===== config.mk =====
export PLATFORM = sky130hd
export DESIGN_NAME = utf8_to_utf16le_decoder_unit
export DESIGN_NICKNAME = d
export VERILOG_FILES = /design/src/sv/utf8d_pkg.sv /design/src/sv/utf8d_front.sv /design/src/sv/utf8d_fifo.sv /design/src/sv/utf8d_back.sv /design/src/sv/utf8_to_utf16le_decoder_unit.sv
export SDC_FILE = /design/constraint.sdc
export NUM_CORES = 1
export LEC_CHECK = 0
export BUFFER_PORTS_ARGS = -buffer_cell sky130_fd_sc_hd__buf_4
export CORE_ASPECT_RATIO = 0.7
export CORE_MARGIN = 2
export CORE_UTILIZATION = 29
export DETAILED_ROUTE_END_ITERATION = 12
export GPL_ROUTABILITY_DRIVEN = 0
export PLACE_DENSITY = 0.45
export SYNTH_ARGS = -nofsm -noshare
export SYNTH_HDL_FRONTEND = slang
export SYNTH_SLANG_ARGS = --single-unit

===== constraint.sdc =====
create_clock -name aclk -period 7.5 [get_ports aclk]
set_input_delay 0.75 -clock aclk [delete_from_list [all_inputs] [get_ports aclk]]
set_output_delay 0.75 -clock aclk [all_outputs]
set_load 0.03 [all_outputs]

===== src/sv/utf8d_pkg.sv =====
// Shared types and constants of the UTF-8 to UTF-16LE decoder.
package utf8d_pkg;

    // Front sequencer state: waiting for a lead, collecting trailing bytes, or skipping
    typedef enum logic [2:0] {
        FS_LEAD,
        FS_NEED1,
        FS_NEED2,
        FS_RAW4,
        FS_STOPPED
    } fsm_t;

    // One queued operation: one result, or two for the raw four-byte passthrough
    typedef struct packed {
        logic [15:0] unit_a;
        logic [15:0] unit_b;
        logic        two;
        logic        unit_valid;
        logic        is_last;
    } op_t;

    localparam logic [7:0]  ASCII_LIMIT = 8'h80;
    localparam logic [7:0]  MASK_LEAD3  = 8'he0;
    localparam logic [7:0]  MASK_LEAD2  = 8'hc0;
    localparam logic [7:0]  MASK_HI4    = 8'h0f;
    localparam logic [7:0]  MASK_LO6    = 8'h3f;
    localparam logic [7:0]  MASK_LO5    = 8'h1f;
    localparam logic [7:0]  RAW_LEAD    = 8'he9;
    localparam logic [7:0]  RAW_SECOND  = 8'hfe;
    localparam logic [15:0] RAW_UNIT    = 16'hfee9;

    // Register index of the configuration port
    localparam logic REG_STOP_AT_NUL = 1'b0;

endpackage


===== src/sv/utf8d_front.sv =====
// Front end: accepts source bytes, tracks multi-byte sequences, builds queue operations.
module utf8d_front (
    input  logic             aclk,
    input  logic             aresetn,
    input  logic             accept,
    input  logic [7:0]       in_byte,
    input  logic             in_last,
    input  logic             stop_at_nul,
    output logic             push,
    output utf8d_pkg::op_t   push_op
);

    utf8d_pkg::fsm_t state_reg, state_next;
    logic [7:0] lead_reg;
    logic [7:0] b1_reg;
    logic [7:0] b2_reg;

    logic lead_is_three;
    logic is_nul_stop;
    logic is_lead;

    assign lead_is_three = (lead_reg & utf8d_pkg::MASK_LEAD3) == utf8d_pkg::MASK_LEAD3;
    assign is_nul_stop   = stop_at_nul && (in_byte == 8'h00);
    assign is_lead       = (in_byte & utf8d_pkg::MASK_LEAD2) == utf8d_pkg::MASK_LEAD2;

    always_comb begin
        state_next = state_reg;
        if (accept) begin
            case (state_reg)
                utf8d_pkg::FS_STOPPED: begin
                    if (in_last) state_next = utf8d_pkg::FS_LEAD;
                end
                utf8d_pkg::FS_LEAD: begin
                    if (is_nul_stop) begin
                        if (!in_last) state_next = utf8d_pkg::FS_STOPPED;
                    end else if (in_byte >= utf8d_pkg::ASCII_LIMIT && is_lead && !in_last) begin
                        state_next = utf8d_pkg::FS_NEED1;
                    end
                end
                utf8d_pkg::FS_NEED1: begin
                    if (lead_is_three && !in_last) state_next = utf8d_pkg::FS_NEED2;
                    else                           state_next = utf8d_pkg::FS_LEAD;
                end
                utf8d_pkg::FS_NEED2: begin
                    if (lead_reg == utf8d_pkg::RAW_LEAD && b1_reg == utf8d_pkg::RAW_SECOND
                        && !in_last) begin
                        state_next = utf8d_pkg::FS_RAW4;
                    end else begin
                        state_next = utf8d_pkg::FS_LEAD;
                    end
                end
                utf8d_pkg::FS_RAW4: state_next = utf8d_pkg::FS_LEAD;
                default:            state_next = utf8d_pkg::FS_LEAD;
            endcase
        end
    end

    always_comb begin
        push            = 1'b0;
        push_op.unit_a  = '0;
        push_op.unit_b  = '0;
        push_op.two     = 1'b0;
        push_op.unit_valid = 1'b0;
        push_op.is_last = in_last;
        if (accept) begin
            case (state_reg)
                utf8d_pkg::FS_STOPPED: begin
                    push = in_last;
                end
                utf8d_pkg::FS_LEAD: begin
                    if (is_nul_stop) begin
                        push = in_last;
                    end else if (in_byte < utf8d_pkg::ASCII_LIMIT) begin
                        push               = 1'b1;
                        push_op.unit_a     = {8'h00, in_byte};
                        push_op.unit_valid = 1'b1;
                    end else begin
                        // lead cut off by the end, or stray continuation byte
                        push = in_last;
                    end
                end
                utf8d_pkg::FS_NEED1: begin
                    if (!lead_is_three) begin
                        push               = 1'b1;
                        push_op.unit_a     = {5'b0, lead_reg[4:0], in_byte[5:0]};
                        push_op.unit_valid = 1'b1;
                    end else begin
                        push = in_last;
                    end
                end
                utf8d_pkg::FS_NEED2: begin
                    if (state_next != utf8d_pkg::FS_RAW4) begin
                        push               = 1'b1;
                        push_op.unit_a     = {lead_reg[3:0], b1_reg[5:0], in_byte[5:0]};
                        push_op.unit_valid = 1'b1;
                    end
                end
                utf8d_pkg::FS_RAW4: begin
                    push               = 1'b1;
                    push_op.unit_a     = utf8d_pkg::RAW_UNIT;
                    push_op.unit_b     = {in_byte, b2_reg};
                    push_op.two        = 1'b1;
                    push_op.unit_valid = 1'b1;
                end
                default: push = 1'b0;
            endcase
        end
    end

    always_ff @(posedge aclk) begin
        if (!aresetn) begin
            state_reg <= utf8d_pkg::FS_LEAD;
        end else begin
            state_reg <= state_next;
        end
    end

    // Hold the bytes of an unfinished sequence
    always_ff @(posedge aclk) begin
        if (accept) begin
            if (state_reg == utf8d_pkg::FS_LEAD)  lead_reg <= in_byte;
            if (state_reg == utf8d_pkg::FS_NEED1) b1_reg   <= in_byte;
            if (state_reg == utf8d_pkg::FS_NEED2) b2_reg   <= in_byte;
        end
    end

    a_stop_ends: assert property (@(posedge aclk) disable iff (!aresetn)
        (accept && in_last && state_reg == utf8d_pkg::FS_STOPPED) |-> push && push_op.is_last)
        else $error("stopped string did not end with a marker");

    a_last_clears: assert property (@(posedge aclk) disable iff (!aresetn)
        (accept && in_last) |=> state_reg == utf8d_pkg::FS_LEAD)
        else $error("state not cleared after last byte");

endmodule


===== src/sv/utf8d_fifo.sv =====
// Short operation queue between the front end and the back end.
module utf8d_fifo #(
    parameter int DEPTH = 4
) (
    input  logic             aclk,
    input  logic             aresetn,
    input  logic             push,
    input  utf8d_pkg::op_t   push_op,
    input  logic             pop,
    output utf8d_pkg::op_t   head,
    output logic             empty,
    output logic             full
);

    localparam int PTR_W = (DEPTH > 1) ? $clog2(DEPTH) : 1;
    localparam int CNT_W = $clog2(DEPTH + 1);

    utf8d_pkg::op_t   slot_reg [DEPTH];
    logic [PTR_W-1:0] wr_ptr_reg, wr_ptr_next;
    logic [PTR_W-1:0] rd_ptr_reg, rd_ptr_next;
    logic [CNT_W-1:0] count_reg, count_next;

    assign empty = count_reg == '0;
    assign full  = count_reg == CNT_W'(DEPTH);
    assign head  = slot_reg[rd_ptr_reg];

    always_comb begin
        wr_ptr_next = wr_ptr_reg;
        rd_ptr_next = rd_ptr_reg;
        count_next  = count_reg;
        if (push) begin
            wr_ptr_next = (wr_ptr_reg == PTR_W'(DEPTH - 1)) ? '0 : wr_ptr_reg + 1'b1;
        end
        if (pop) begin
            rd_ptr_next = (rd_ptr_reg == PTR_W'(DEPTH - 1)) ? '0 : rd_ptr_reg + 1'b1;
        end
        if (push && !pop)      count_next = count_reg + 1'b1;
        else if (pop && !push) count_next = count_reg - 1'b1;
    end

    always_ff @(posedge aclk) begin
        if (!aresetn) begin
            wr_ptr_reg <= '0;
            rd_ptr_reg <= '0;
            count_reg  <= '0;
        end else begin
            wr_ptr_reg <= wr_ptr_next;
            rd_ptr_reg <= rd_ptr_next;
            count_reg  <= count_next;
        end
    end

    always_ff @(posedge aclk) begin
        if (push) slot_reg[wr_ptr_reg] <= push_op;
    end

    a_no_overflow: assert property (@(posedge aclk) disable iff (!aresetn)
        push |-> (!full || pop))
        else $error("queue overflow");

    a_no_underflow: assert property (@(posedge aclk) disable iff (!aresetn)
        pop |-> !empty)
        else $error("queue underflow");

endmodule


===== src/sv/utf8d_back.sv =====
// Back end: expands queued operations into result beats through an output register.
module utf8d_back (
    input  logic             aclk,
    input  logic             aresetn,
    input  utf8d_pkg::op_t   head,
    input  logic             empty,
    output logic             pop,
    output logic             m_tvalid,
    input  logic             m_tready,
    output logic [15:0]      m_tdata,
    output logic             m_tuser,
    output logic             m_tlast
);

    logic        m_valid_reg;
    logic [15:0] unit_reg;
    logic        uvalid_reg;
    logic        last_reg;
    logic        phase_reg;   // 1 = first unit of a raw pair already sent

    logic        load;
    logic        emit;
    logic [15:0] beat_unit;
    logic        beat_uvalid;
    logic        beat_last;

    assign load = !m_valid_reg || m_tready;
    assign emit = load && !empty;
    assign pop  = emit && (!head.two || phase_reg);

    always_comb begin
        if (head.two && !phase_reg) begin
            beat_unit   = head.unit_a;
            beat_uvalid = 1'b1;
            beat_last   = 1'b0;
        end else if (head.two) begin
            beat_unit   = head.unit_b;
            beat_uvalid = 1'b1;
            beat_last   = head.is_last;
        end else begin
            beat_unit   = head.unit_a;
            beat_uvalid = head.unit_valid;
            beat_last   = head.is_last;
        end
    end

    always_ff @(posedge aclk) begin
        if (!aresetn) begin
            m_valid_reg <= 1'b0;
            phase_reg   <= 1'b0;
        end else begin
            if (load) m_valid_reg <= emit;
            if (emit) phase_reg   <= head.two && !phase_reg;
        end
    end

    always_ff @(posedge aclk) begin
        if (emit) begin
            unit_reg   <= beat_unit;
            uvalid_reg <= beat_uvalid;
            last_reg   <= beat_last;
        end
    end

    assign m_tvalid = m_valid_reg;
    assign m_tdata  = unit_reg;
    assign m_tuser  = uvalid_reg;
    assign m_tlast  = last_reg;

    a_pair_held: assert property (@(posedge aclk) disable iff (!aresetn)
        phase_reg |-> !empty && head.two)
        else $error("second unit of raw pair lost its queue entry");

    a_marker_last: assert property (@(posedge aclk) disable iff (!aresetn)
        (m_tvalid && !m_tuser) |-> m_tlast && m_tdata == 16'h0000)
        else $error("end marker without last flag");

endmodule


===== src/sv/utf8_to_utf16le_decoder_unit.sv =====
// Top level of the UTF-8 to UTF-16LE decoder: channels, configuration register, queue.
//
// Usage:
//   Source bytes enter on the s_ stream, one byte per beat, s_tlast on the
//   final byte of a string. Decoded 16-bit units leave on the m_ stream;
//   m_tuser = 1 marks a beat carrying a unit, 0 an end-only marker. Every
//   string ends with exactly one beat that has m_tlast set.
//   The decoder takes one byte per cycle while the queue is not full. A byte
//   that completes a unit reaches m_ through a queue entry, then the output
//   register. The raw E9 FE passthrough gives two beats for four bytes.
//   Results drain at one beat per cycle while the receiver is ready; the
//   operation queue of FIFO_DEPTH entries absorbs stalls, and s_tready drops
//   only when it is full, so a stalled receiver backs up into the source
//   once the output register and all FIFO_DEPTH queue entries hold results.
//   stop_at_nul lies at APB byte address 0 (bit 0) and resets to 1; the user
//   must write it only while no string is in flight; the block never checks.
//   Reset clears the sequence state, empties the queue and the output.
module utf8_to_utf16le_decoder_unit #(
    parameter int FIFO_DEPTH = 4
) (
    input  logic        aclk,
    input  logic        aresetn,
    // bits: [7:0] in_byte
    input  logic [7:0]  s_tdata,
    input  logic        s_tlast,
    input  logic        s_tvalid,
    output logic        s_tready,
    // bits: [15:0] code_unit
    output logic [15:0] m_tdata,
    // bits: [0] unit_valid
    output logic        m_tuser,
    output logic        m_tlast,
    output logic        m_tvalid,
    input  logic        m_tready,
    input  logic        psel,
    input  logic        penable,
    input  logic        pwrite,
    input  logic [2:0]  paddr,
    input  logic [31:0] pwdata,
    output logic [31:0] prdata,
    output logic        pready
);

    logic           stop_reg;
    logic           accept;
    logic           push;
    logic           pop;
    logic           empty;
    logic           full;
    utf8d_pkg::op_t push_op;
    utf8d_pkg::op_t head;

    assign pready   = 1'b1;
    assign s_tready = !full;
    assign accept   = s_tvalid && s_tready;

    always_ff @(posedge aclk) begin
        if (!aresetn) begin
            stop_reg <= 1'b1;
        end else if (psel && penable && pwrite && pready
                     && paddr[2] == utf8d_pkg::REG_STOP_AT_NUL) begin
            stop_reg <= pwdata[0];
        end
    end

    assign prdata = (paddr[2] == utf8d_pkg::REG_STOP_AT_NUL) ? {31'b0, stop_reg} : 32'b0;

    utf8d_front u_front (
        .aclk        (aclk),
        .aresetn     (aresetn),
        .accept      (accept),
        .in_byte     (s_tdata),
        .in_last     (s_tlast),
        .stop_at_nul (stop_reg),
        .push        (push),
        .push_op     (push_op)
    );

    utf8d_fifo #(
        .DEPTH (FIFO_DEPTH)
    ) u_fifo (
        .aclk    (aclk),
        .aresetn (aresetn),
        .push    (push),
        .push_op (push_op),
        .pop     (pop),
        .head    (head),
        .empty   (empty),
        .full    (full)
    );

    utf8d_back u_back (
        .aclk     (aclk),
        .aresetn  (aresetn),
        .head     (head),
        .empty    (empty),
        .pop      (pop),
        .m_tvalid (m_tvalid),
        .m_tready (m_tready),
        .m_tdata  (m_tdata),
        .m_tuser  (m_tuser),
        .m_tlast  (m_tlast)
    );

endmodule

# Yosys cells after proc, flatten, opt, wreduce, memory -nomap -nowiden
# Memories as Yosys holds them, arrays and structs flattened. A register that Yosys moved wholly into a read port is not among the register bits.
# Index checks and enable logic that the tools add are counted.
[word_totals]
register_bits = 55
ramBits = 140
word_cells = 102
mem_count = 1
[classes]
add_sub_neg = 4
n_lt_le_gt_ge = 2
eq_ne = 12
mux = 36
bitwise = 1
n_reduce_logical = 33
[memory_table]
columns = ["name", "words", "width", "rd", "rd_ports_with_merged_regs", "write_ports", "line_no", "text"]
rows = [
  ["u_fifo.slot_reg", 4, 35, 1, 1, 1, "utf8d_fifo.sv:18", "utf8d_pkg::op_t slot_reg [DEPTH];"],
]
[ops]
columns = ["cell", "count"]
rows = [
  ["two-way mux 16 bit", 4],
  ["one-hot mux 16 bit (4 select lines)", 1],
  ["two-way mux 34 bit", 1],
  ["two-way mux 3 bit", 7],
  ["two-way mux 17 bit", 1],
  ["equality test 8 bit (second input constant)", 2],
  ["logical AND 1 bit", 15],
  ["two-way mux 2 bit", 6],
  ["one-hot mux 3 bit (4 select lines)", 1],
  ["two-way mux 1 bit", 11],
  ["two-way mux 11 bit", 1],
  ["equality test 3 bit (second input constant)", 3],
  [">= comparator 8 bit (second input constant)", 1],
  ["logical NOT 1 bit", 8],
  ["logical NOT 8 bit", 1],
  ["less-than comparator 8 bit (second input constant)", 1],
  ["two-way mux 8 bit", 1],
  ["equality test 2 bit (second input constant)", 3],
  ["equality test 3 x 2 -> 1 bit (second input constant)", 2],
  ["logical NOT 3 bit", 2],
  ["AND reduction 2 bit", 3],
  ["one-hot mux 1 bit (5 select lines)", 1],
  ["adder 2 x 1 -> 2 bit (second input constant)", 2],
  ["one-hot mux 1 bit (4 select lines)", 1],
  ["other kinds (8)", 9],
]

# Depth between registers and ports, before layout
# Gate-level depths: netlist (run 1).
[logic_depth]
depth_word = 15
ltp_mapped = 11
ltp_nobuf = 10

# Hierarchy
# From an unflattened synthesis (run 1), not the netlist that was laid out.
[hier_totals]
cells_unflattened = 435
area_unflattened_um2 = 8144.1
[by_module_without_submodules]
columns = ["mod", "instances", "cells_per_inst", "area_each_um2", "seq_area_each_um2"]
rows = [
  ["utf8d_fifo", 1, 227, 5560.3, 4384.2],
  ["utf8d_front", 1, 117, 1358.8, 780.7],
  ["utf8d_back", 1, 49, 894.6, 580.6],
  ["utf8_to_utf16le_decoder_unit", 1, 42, 330.3, 20.0],
]

# Worst setup path before layout (run 1)
# Ideal clock, no wire load.
[synth_timing]
path_type = "input to register"
startpoint = "in m_tready"
endpoint = "reg u_fifo.count_reg[2]"
setup_ns = 0.076
arrival_time_ns = 3.182
setup_slack_ns = 4.243
cell_stages = 10
n_path_buf = 0
cell_sequence = "inv_1 > a21oi_1 > nor2b_4 > inv_1 > ha_1 > inv_1 > fa_1 > xor2_1 > or3_1 > a21boi_0"
[synth_between]
elab_chain_cells = 6
elab_cells_between_ends = 8
classes_between = "mux: 1; reduce/logical: 7"
[synth_rtl]
columns = ["element", "line_no", "text"]
rows = [
  ["start: declaration", "utf8_to_utf16le_decoder_unit.sv:34", "input logic m_tready,"],
  ["logical OR 1 bit (*)", "utf8d_back.sv:27", "assign load = !m_valid_reg || m_tready;"],
  ["logical AND 1 bit (*)", "utf8d_back.sv:28", "assign emit = load && !empty;"],
  ["net u_back.emit", "utf8d_back.sv:22", "logic emit;"],
  ["logical AND 1 bit (*)", "utf8d_back.sv:29", "assign pop = emit && (!head.two || phase_reg);"],
  ["logical NOT 1 bit", "utf8d_fifo.sv:37", "if (push && !pop) count_next = count_reg + 1'b1;"],
  ["logical AND 1 bit", "utf8d_fifo.sv:37", ""],
  ["two-way mux 3 bit or nonzero test 2 bit (tied branches)", "n/a", ""],
  ["end signal: assignment", "utf8d_fifo.sv:49", "count_reg <= count_next;"],
  ["end: declaration", "utf8d_fifo.sv:21", "logic [CNT_W-1:0] count_reg, count_next;"],
]
# Mark *: on every way through the listed nets, which the timed path passes. The rest lies on a longest branch.
# A chain may end at the register's enable or synchronous reset.

# Worst setup path after layout (run 1)
[layout_timing]
startpoint = "reg u_fifo.count_reg[0]"
endpoint = "reg u_fifo.count_reg[2]"
[layout_between]
elab_chain_cells = 11
elab_cells_between_ends = 21
classes_between = "add/sub: 2; eq/ne: 2; mux: 6; reduce/logical: 11"
[layout_rtl]
columns = ["element", "line_no", "text"]
rows = [
  ["equality test 3 bit (*)", "utf8d_fifo.sv:24", "assign full = count_reg == CNT_W'(DEPTH);"],
  ["logical NOT 1 bit (*)", "utf8_to_utf16le_decoder_unit.sv:54", "assign s_tready = !full;"],
  ["logical AND 1 bit (*)", "utf8_to_utf16le_decoder_unit.sv:55", "assign accept = s_tvalid && s_tready;"],
  ["two-way mux 3 bit", "utf8d_front.sv:28", "if (accept) begin"],
  ["!= test 3 x 2 -> 1 bit", "utf8d_front.sv:92", "if (state_next != utf8d_pkg::FS_RAW4) begin"],
  ["two-way mux 1 bit", "utf8d_front.sv:92", ""],
  ["one-hot mux 1 bit (5 select lines)", "utf8d_front.sv:66", "case (state_reg)"],
  ["two-way mux 1 bit (*)", "utf8d_front.sv:65", "if (accept) begin"],
  ["net push", "utf8_to_utf16le_decoder_unit.sv:46", "logic push;"],
  ["logical NOT 1 bit", "utf8d_fifo.sv:38", "else if (pop && !push) count_next = count_reg - 1'b1;"],
  ["logical AND 1 bit", "utf8d_fifo.sv:38", ""],
  ["nonzero test 2 bit (no source line)", "n/a", ""],
]
# Mark *: on every way through the listed nets, which the timed path passes. The rest lies on a longest branch. The select of a mux whose other input is x is not followed.

==> metrics.md, run 1 <==
| Metric | Value |
|---|---|
| Synth-to-layout area growth | `14.63%` |
| Simple-gate share of the synthesized area | `0.08179` |
| Logic pwr share | `0.239` |
| Hold WC Path Type | `flop to flop` |
| Final Hold Fails | `0` |
| Std cell rows | `50` |
| CTS root buf | `clkbuf_16` |
| Critical Path AT | `3530 ps` |
| Max reg flops | `140` |
| Hold_buf cts | `0` |
| Setup bufs post-CTS | `0` |
| Residual DRC | `0` |
| Die Y | `142.7 um` |
| FF-to-FF path depth | `10` |
| Hold_ws | `497.5 ps` |
| Initial antenna violation count | `0` |
| Syn avg cell area | `15.72 um^2` |
| Largest net degree at the start of global routing | `38` |
| Max-Cap Viols | `0` |
| Top Ports | `104` |
| Post-Syn Instances | `507` |
| Hold Path End | `u_back.m_tvalid` |
| Wirelength, routed | `17450 um` |
| Compound-Gate Fraction of Synth Area | `0.1083` |
| Core ar. | `26900 um^2` |
| Total grt overflow | `0` |
| TritonCTS Buffers | `17` |
| Initial Util | `0.2963` |
| DPL Wire Length | `10530 um` |
| Tcrit/Tclk final | `0.4227` |
| Worst Hold Depth | `2` |
| WL/cell | `18.97 um` |
| FF+latch count, synth | `197` |
| Setup violators final | `0` |
| Internal | `2.174 mW` |
| # diodes | `0` |
| Total negative slack | `0 ps` |
| Number of synthesized flops with an enable pin | `182` |
| R2R setup slack | `4330 ps` |
| Clock Power Share | `0.304` |
| Final clock skew | `8.245 ps` |
| Crit end category | `flop` |
| Max frequency | `315.4 MHz` |
| Share of post-route cells with drive strength above 1 | `0.1709` |
| Worst path slowest cell | `fa_1` |
| Fin cells | `920` |
| Worst vdd ir | `0.1527 mV` |
| Area share of the largest cell type after synthesis | `0.6857` |
| Final nets | `601` |
| Slew Viols, Final | `0` |
| Cell taking the most area after synthesis | `edfxtp_1` |
| Ys Warns | `0` |
| Top post-synthesis cells by count | `edfxtp_1 (182), a22oi_1 (34), a22o_1 (32), buf_4 (32), and2_1 (25)` |
| Dpl cells | `888` |
| Period minus WS final | `3171 ps` |
| H-tree levels | `4` |
| Area contributors post-synth | `edfxtp_1 (69%), dfxtp_1 (3.8%), a22o_1 (3.5%)` |
| Width of the chip | `202.1 um` |
| Post-synthesis mux area share | `0.02104` |
| Pwr Total | `3.131 mW` |
| P per Cell Area | `342.7 nW/um^2` |
| Worst-path clk slew | `70 ps` |
| Critical path class | `flop to flop` |
| Sink Count | `197` |
| Detailed-route via count | `4290` |
| Worst-skew pair later-pin latency | `430 ps` |
| Die area | `28850 um^2` |
| TritonRoute pass-1 iters | `5` |
| Reg2reg start | `u_fifo.count_reg[0]` |
| RSZ-0062 raised after global routing | `false` |
| Sw Share | `0.3058` |
| Synth Area in XOR/XNOR | `0.002198` |
| Leak | `3.159 nW` |
| CTS tree | `built` |
| Max Buffers Root-to-Sink | `2` |
| Most used DFF post-synth | `edfxtp_1` |
| Placed Area | `8514 um^2` |
| Final-layout fill cell count | `2613` |
| Register area share after synthesis | `0.7234` |
| Startpoint type of the worst setup path | `flop` |
| Multi-input logic area | `1937 um^2` |
| Sw Pwr | `0.9577 mW` |
| DR iter-0 viols | `311` |
| Relative slew slack | `0.2222` |
| Vias in the first global route | `4278` |
| Post-Synth Adder-Cell Area | `0.01193` |
| Synthesized area | `7970 um^2` |
| Synth async-reset ratio | `0` |
| Routed vias/inst | `4.663` |
| Cell area after layout | `9136 um^2` |
| Port Buffers | `38` |
| FF-to-FF End | `u_fifo.count_reg[2]` |
| ANT nets after route | `0` |
| CP cell instances | `or3b_1 -> nand2_1 -> o31ai_1 -> a31oi_2 -> ha_1 -> inv_1 -> fa_1 -> xor2_1 -> or3_1 -> a21boi_0` |
| Count of cell types in the netlist | `59` |
| Largest family of logic cells by synthesized area | `compound AO/OA/AOI/OAI gates` |
| Worst Hold Launch | `u_back.m_tvalid` |
| Sequential power share | `0.457` |
| CP peak stage delay | `440 ps` |
| WP data required | `7860 ps` |
| Largest fanout on the critical path | `13` |
| Post-CTS sizing | `0` |
| Run status | `complete, no violations` |
| Worst slew pin tran | `1164 ps` |
| Reg area | `5766 um^2` |
| Total track usage | `0.1250` |
| Most frequent cell after synthesis | `edfxtp_1` |
| First-pass GRT wire length | `26300 um` |
layer usage:
metal	routed length, um	GRT usage	vias to the layer above	part of all wire
li1	-	-	1986	-
met1	8649	0.1777	2168	0.50
met2	7686	0.1899	115	0.44
met3	856	0.02807	21	0.049
met4	261	0.04072	0	0.015
met5	0	0	-	0
worst max-delay path: cells and delay by family, from the launching register on:
kind                       cells  cell delay [ps]
DFF                            1              350
xor gates and xnor gates       1              190
and+or+nand+nor                3             1100
AOI/OAI and AO/OA              3              670
adders and majority gates      2              710
buffers and inverters          1               70
layout make-up:
class | count | share of cell area
Clock buffer | 18 | 0.04697
Clock inverter | 14 | 0.02109
Inverter | 5 | 0.002054
Multi-Input combinational cell | 277 | 0.2120
Sequential cell | 197 | 0.6311
Tap cell | 364 | 0.04985
Timing Repair Buffer | 45 | 0.03698
power groups by stage:
| stage | Sequential, mW | Combinational [mW] | Clock (mW) |
|---|---|---|---|
| detailed placement | 1.46 | 0.766 | 0 |
| CTS | 1.43 | 0.767 | 0.974 |
| global route | 1.45 | 0.818 | 1.02 |
| finish | 1.43 | 0.747 | 0.952 |
| global placement | 1.46 | 0.753 | 0 |
| floorplan | 1.55 | 0.421 | 0 |
how the worst max path moves through the flow:
stage | depth (start not counted) | slack, ps | endpoint | start
2_1_floorplan | 10 | 4240 | u_fifo.count_reg[2] | m_tready
4_1_cts | 10 | 4320 | u_fifo.count_reg[2] | u_fifo.count_reg[0]
3_5_place_dp | 11 | 4270 | u_fifo.count_reg[2] | s_tlast
3_3_place_gp | 11 | 4320 | u_fifo.count_reg[2] | s_tlast
5_1_grt | 10 | 4110 | u_fifo.count_reg[2] | u_fifo.count_reg[0]
6_report | 10 | 4330 | u_fifo.count_reg[2] | u_fifo.count_reg[0]
cells by family after synthesis:
kind of cell,count (synthesis)
AOI/OAI and AO/OA,111
and+or+nand+nor,113
other,2
xor gates and xnor gates,2
muxes,12
buffers and inverters,63
adders and majority gates,7
DFF,197
per-stage QoR:
step                setup slack (ps)  utilization
floorplan                       4243            -
global placement                4320       0.3165
detailed placement              4273       0.3165
CTS                             4319       0.3396
global route                    4112       0.3396
finish                          4329       0.3396
cells in the final DEF (no fill, tap or decap), types with 4 or more instances in the layout:
cell,synthesis,routed
conb_1,2,32
inv_1,5,5
nand2_1,14,14
a31oi_1,17,17
a221oi_1,4,4
ha_1,6,6
nor2b_1,7,7
dfxtp_1,15,15
and2_1,25,25
clkbuf_16,0,17
clkinv_4,0,5
buf_4,32,45
o21a_1,5,5
nor2_1,20,20
a22oi_1,34,34
mux2i_1,7,7
edfxtp_1,182,182
a22o_1,32,32
nor3_1,19,19
No activity file was read; power rests on OpenSTA's default activity.
==> run 2, diff against run 1 <==
--- a/config.mk
+++ b/config.mk
@@ -11,7 +11,7 @@
 export CORE_UTILIZATION = 29
 export DETAILED_ROUTE_END_ITERATION = 12
 export GPL_ROUTABILITY_DRIVEN = 0
-export PLACE_DENSITY = 0.45
+export PLACE_DENSITY = 0.46
 export SYNTH_ARGS = -nofsm -noshare
 export SYNTH_HDL_FRONTEND = slang
 export SYNTH_SLANG_ARGS = --single-unit
==> constraint.sdc (replaced) <==
create_clock -name aclk -period 2.56 [get_ports aclk]
set_input_delay 0.256 -clock aclk [delete_from_list [all_inputs] [get_ports aclk]]
set_output_delay 0.256 -clock aclk [all_outputs]
set_load 0.03 [all_outputs]
==> metrics.md, run 2 (same netlist as run 1, synthesis figures left out) <==
| Metric | Value |
|---|---|
| Final-layout fill cell count | `2584 (-1.1%)` |
| Worst path slowest cell | `or3b_4` |
| Std cell rows | `50 (unchanged)` |
| Worst slew pin tran | `704.1 ps (-459.7 ps)` |
| Hold WC Path Type | `primary input to flop` |
| Sequential power share | `0.460 (+0.003)` |
| Bufs and invs on worst path | `1 (unchanged)` |
| Width of the chip | `202.1 um (unchanged)` |
| Residual DRC | `0 (unchanged)` |
| Vias in the first global route | `4397 (+2.8%)` |
| TritonCTS Buffers | `17 (unchanged)` |
| Leak | `3.259 nW (+3.2%)` |
| DPL Wire Length | `10800 um (+2.6%)` |
| Relative slew slack | `0.5289 (+0.3067)` |
| Synth-to-layout area growth | `17.35%` |
| Port Buffers | `38 (unchanged)` |
| Startpoint type of the worst setup path | `flop` |
| Total grt overflow | `0 (unchanged)` |
| Worst-path clk slew | `70 ps (about the same)` |
| Critical path class | `flop to flop` |
| CP peak stage delay | `410 ps (-30 ps)` |
| Tcrit/Tclk final | `0.9387 (+0.5160)` |
| Kind of cell adding the most delay to the critical path | `simple AND/OR/NAND/NOR gates` |
| H-tree levels | `4 (unchanged)` |
| Initial antenna violation count | `0 (unchanged)` |
| Post-place setup slack | `51.49 ps (-4221 ps)` |
| # diodes | `0 (unchanged)` |
| Setup bufs post-CTS | `0 (unchanged)` |
| WP data required | `2920 ps (-4940 ps)` |
| Worst setup margin | `156.8 ps (-4173 ps)` |
| Die area | `28850 um^2 (unchanged)` |
| Sw Share | `0.3081 (+0.002234)` |
| Core ar. | `26900 um^2 (unchanged)` |
| Max frequency | `416.1 MHz (+32%)` |
| Logic pwr share | `0.261 (+0.022)` |
| Sw Pwr | `2.799 mW (+190%)` |
| RSZ-0062 raised after global routing | `false` |
| Worst vdd ir | `0.4221 mV (+180%)` |
| CP cell instances | `or3b_4 -> nand2_4 -> o31ai_4 -> a31oi_4 -> ha_4 -> inv_2 -> fa_2 -> xor2_1 -> or3_1 -> a21boi_1` |
| P per Cell Area | `971.3 nW/um^2 (+180%)` |
| Routed vias/inst | `4.649 (-0.31%)` |
| Critical Path AT | `2770 ps (-760 ps)` |
| Share of post-route cells with drive strength above 1 | `0.2052 (+0.03435)` |
| TritonRoute pass-1 iters | `4 (-1)` |
| Max Buffers Root-to-Sink | `2 (unchanged)` |
| Multi-input logic area | `1978 um^2 (+2.1%)` |
| DR top layer | `met4` |
| First-pass GRT wire length | `26620 um (+1.2%)` |
| Reg area | `5767 um^2 (about the same)` |
| Internal | `6.286 mW (+190%)` |
| Sink Count | `197 (unchanged)` |
| Met2 Wirelength | `7916 um (+3.0%)` |
| Most frequent cells in the layout | `edfxtp_1 (182), buf_4 (56), a22oi_1 (34)` |
| Period minus WS final | `2403 ps (-767.4 ps)` |
| Run status | `complete, no violations` |
| Setup violators final | `0 (unchanged)` |
| Met3 wire len | `760 um (-11%)` |
| Worst-skew pair later-pin latency | `430 ps (about the same)` |
| Max-Cap Viols | `0 (unchanged)` |
| Top Ports | `104 (unchanged)` |
| Final Hold Fails | `0 (unchanged)` |
| Final clock skew | `11.57 ps (+3.328 ps)` |
| DR iter-0 viols | `359 (+15%)` |
| Initial Util | `0.2963 (unchanged)` |
| Final nets | `620 (+3.2%)` |
| Wirelength, routed | `17750 um (+1.7%)` |
| Detailed-route via count | `4365 (+1.7%)` |
| Largest net degree at the start of global routing | `37 (-2.6%)` |
| Hold_buf cts | `0 (unchanged)` |
| Max reg flops | `140 (unchanged)` |
| Die Y | `142.7 um (unchanged)` |
| ANT nets after route | `0 (unchanged)` |
| Total negative slack | `0 ps (unchanged)` |
| Total track usage | `0.1260 (+0.001016)` |
| Crit end category | `flop` |
| Post-CTS sizing | `0 (unchanged)` |
| CTS tree | `built` |
| Clock Power Share | `0.279 (-0.025)` |
| Dpl cells | `907 (+2.1%)` |
| Fin cells | `939 (+2.1%)` |
| Met1 WL | `8943 um (+3.4%)` |
| WL/cell | `18.91 um (-0.33%)` |
| Largest fanout on the critical path | `4 (-9)` |
| Most common cell after layout, fill and taps aside | `edfxtp_1` |
| CTS root buf | `clkbuf_16` |
| Slew Viols, Final | `0 (unchanged)` |
-- run 2: layer usage --
layer | GRT usage | vias to the layer above
met5 | 0 | -
met4 | 0.03342 | 0
met3 | 0.03332 | 12
met2 | 0.1888 | 102
met1 | 0.1809 | 2227
li1 | - | 2024
-- run 2: per-stage QoR --
| stage | hold WS, ps | cell area, um^2 | util | total power [mW] |
|---|---|---|---|---|
| after CTS | 24.59 | 9323 | 0.3466 | 9.180 |
| final | 43.08 | 9353 | 0.3477 | 9.085 |
| after global routing | 43.90 | 9353 | 0.3477 | 9.532 |
| after floorplan | 354.9 | 8119 | - | 5.802 |
| after detailed placement | 483.1 | 8770 | 0.3260 | 6.643 |
| after global placement | 473.1 | 8770 | 0.3260 | 6.594 |
-- run 2: final timing paths --
check / start / endpoint / slack (ps) / cells past startpoint
setup / recovery: u_fifo.count_reg[2] / u_fifo.count_reg[2] / 160 / 10
hold / removal: pwdata[0] / stop_reg / 40 / 3
setup reg to reg: u_fifo.count_reg[2] / u_fifo.count_reg[2] / 160 / 10
hold reg to reg: u_back.m_tvalid / u_back.m_tvalid / 500 / 2
-- run 2: area by class of cell --
class,instances,area share
tap,364,0.04870
clock buffer,18,0.04589
inverter,5,0.002007
timing repair buffer,64,0.06207
clock inverter,14,0.01324
sequential,197,0.6166
multi-input combinational,277,0.2115
-- run 2: power groups by stage --
stage               clock (mW)  sequential [mW]  combinational [mW]
detailed placement           0             4.25                2.39
CTS                       2.61             4.18                2.39
global placement             0             4.24                2.36
finish                    2.53             4.18                2.37
floorplan                    0             4.55                1.26
global route              2.74             4.22                2.58
-- run 2: tightest hold or removal path: cells and delay by family --
kind,cells,cell delay [ps]
simple gates,1,60
mux,1,50
buf+inv,1,80
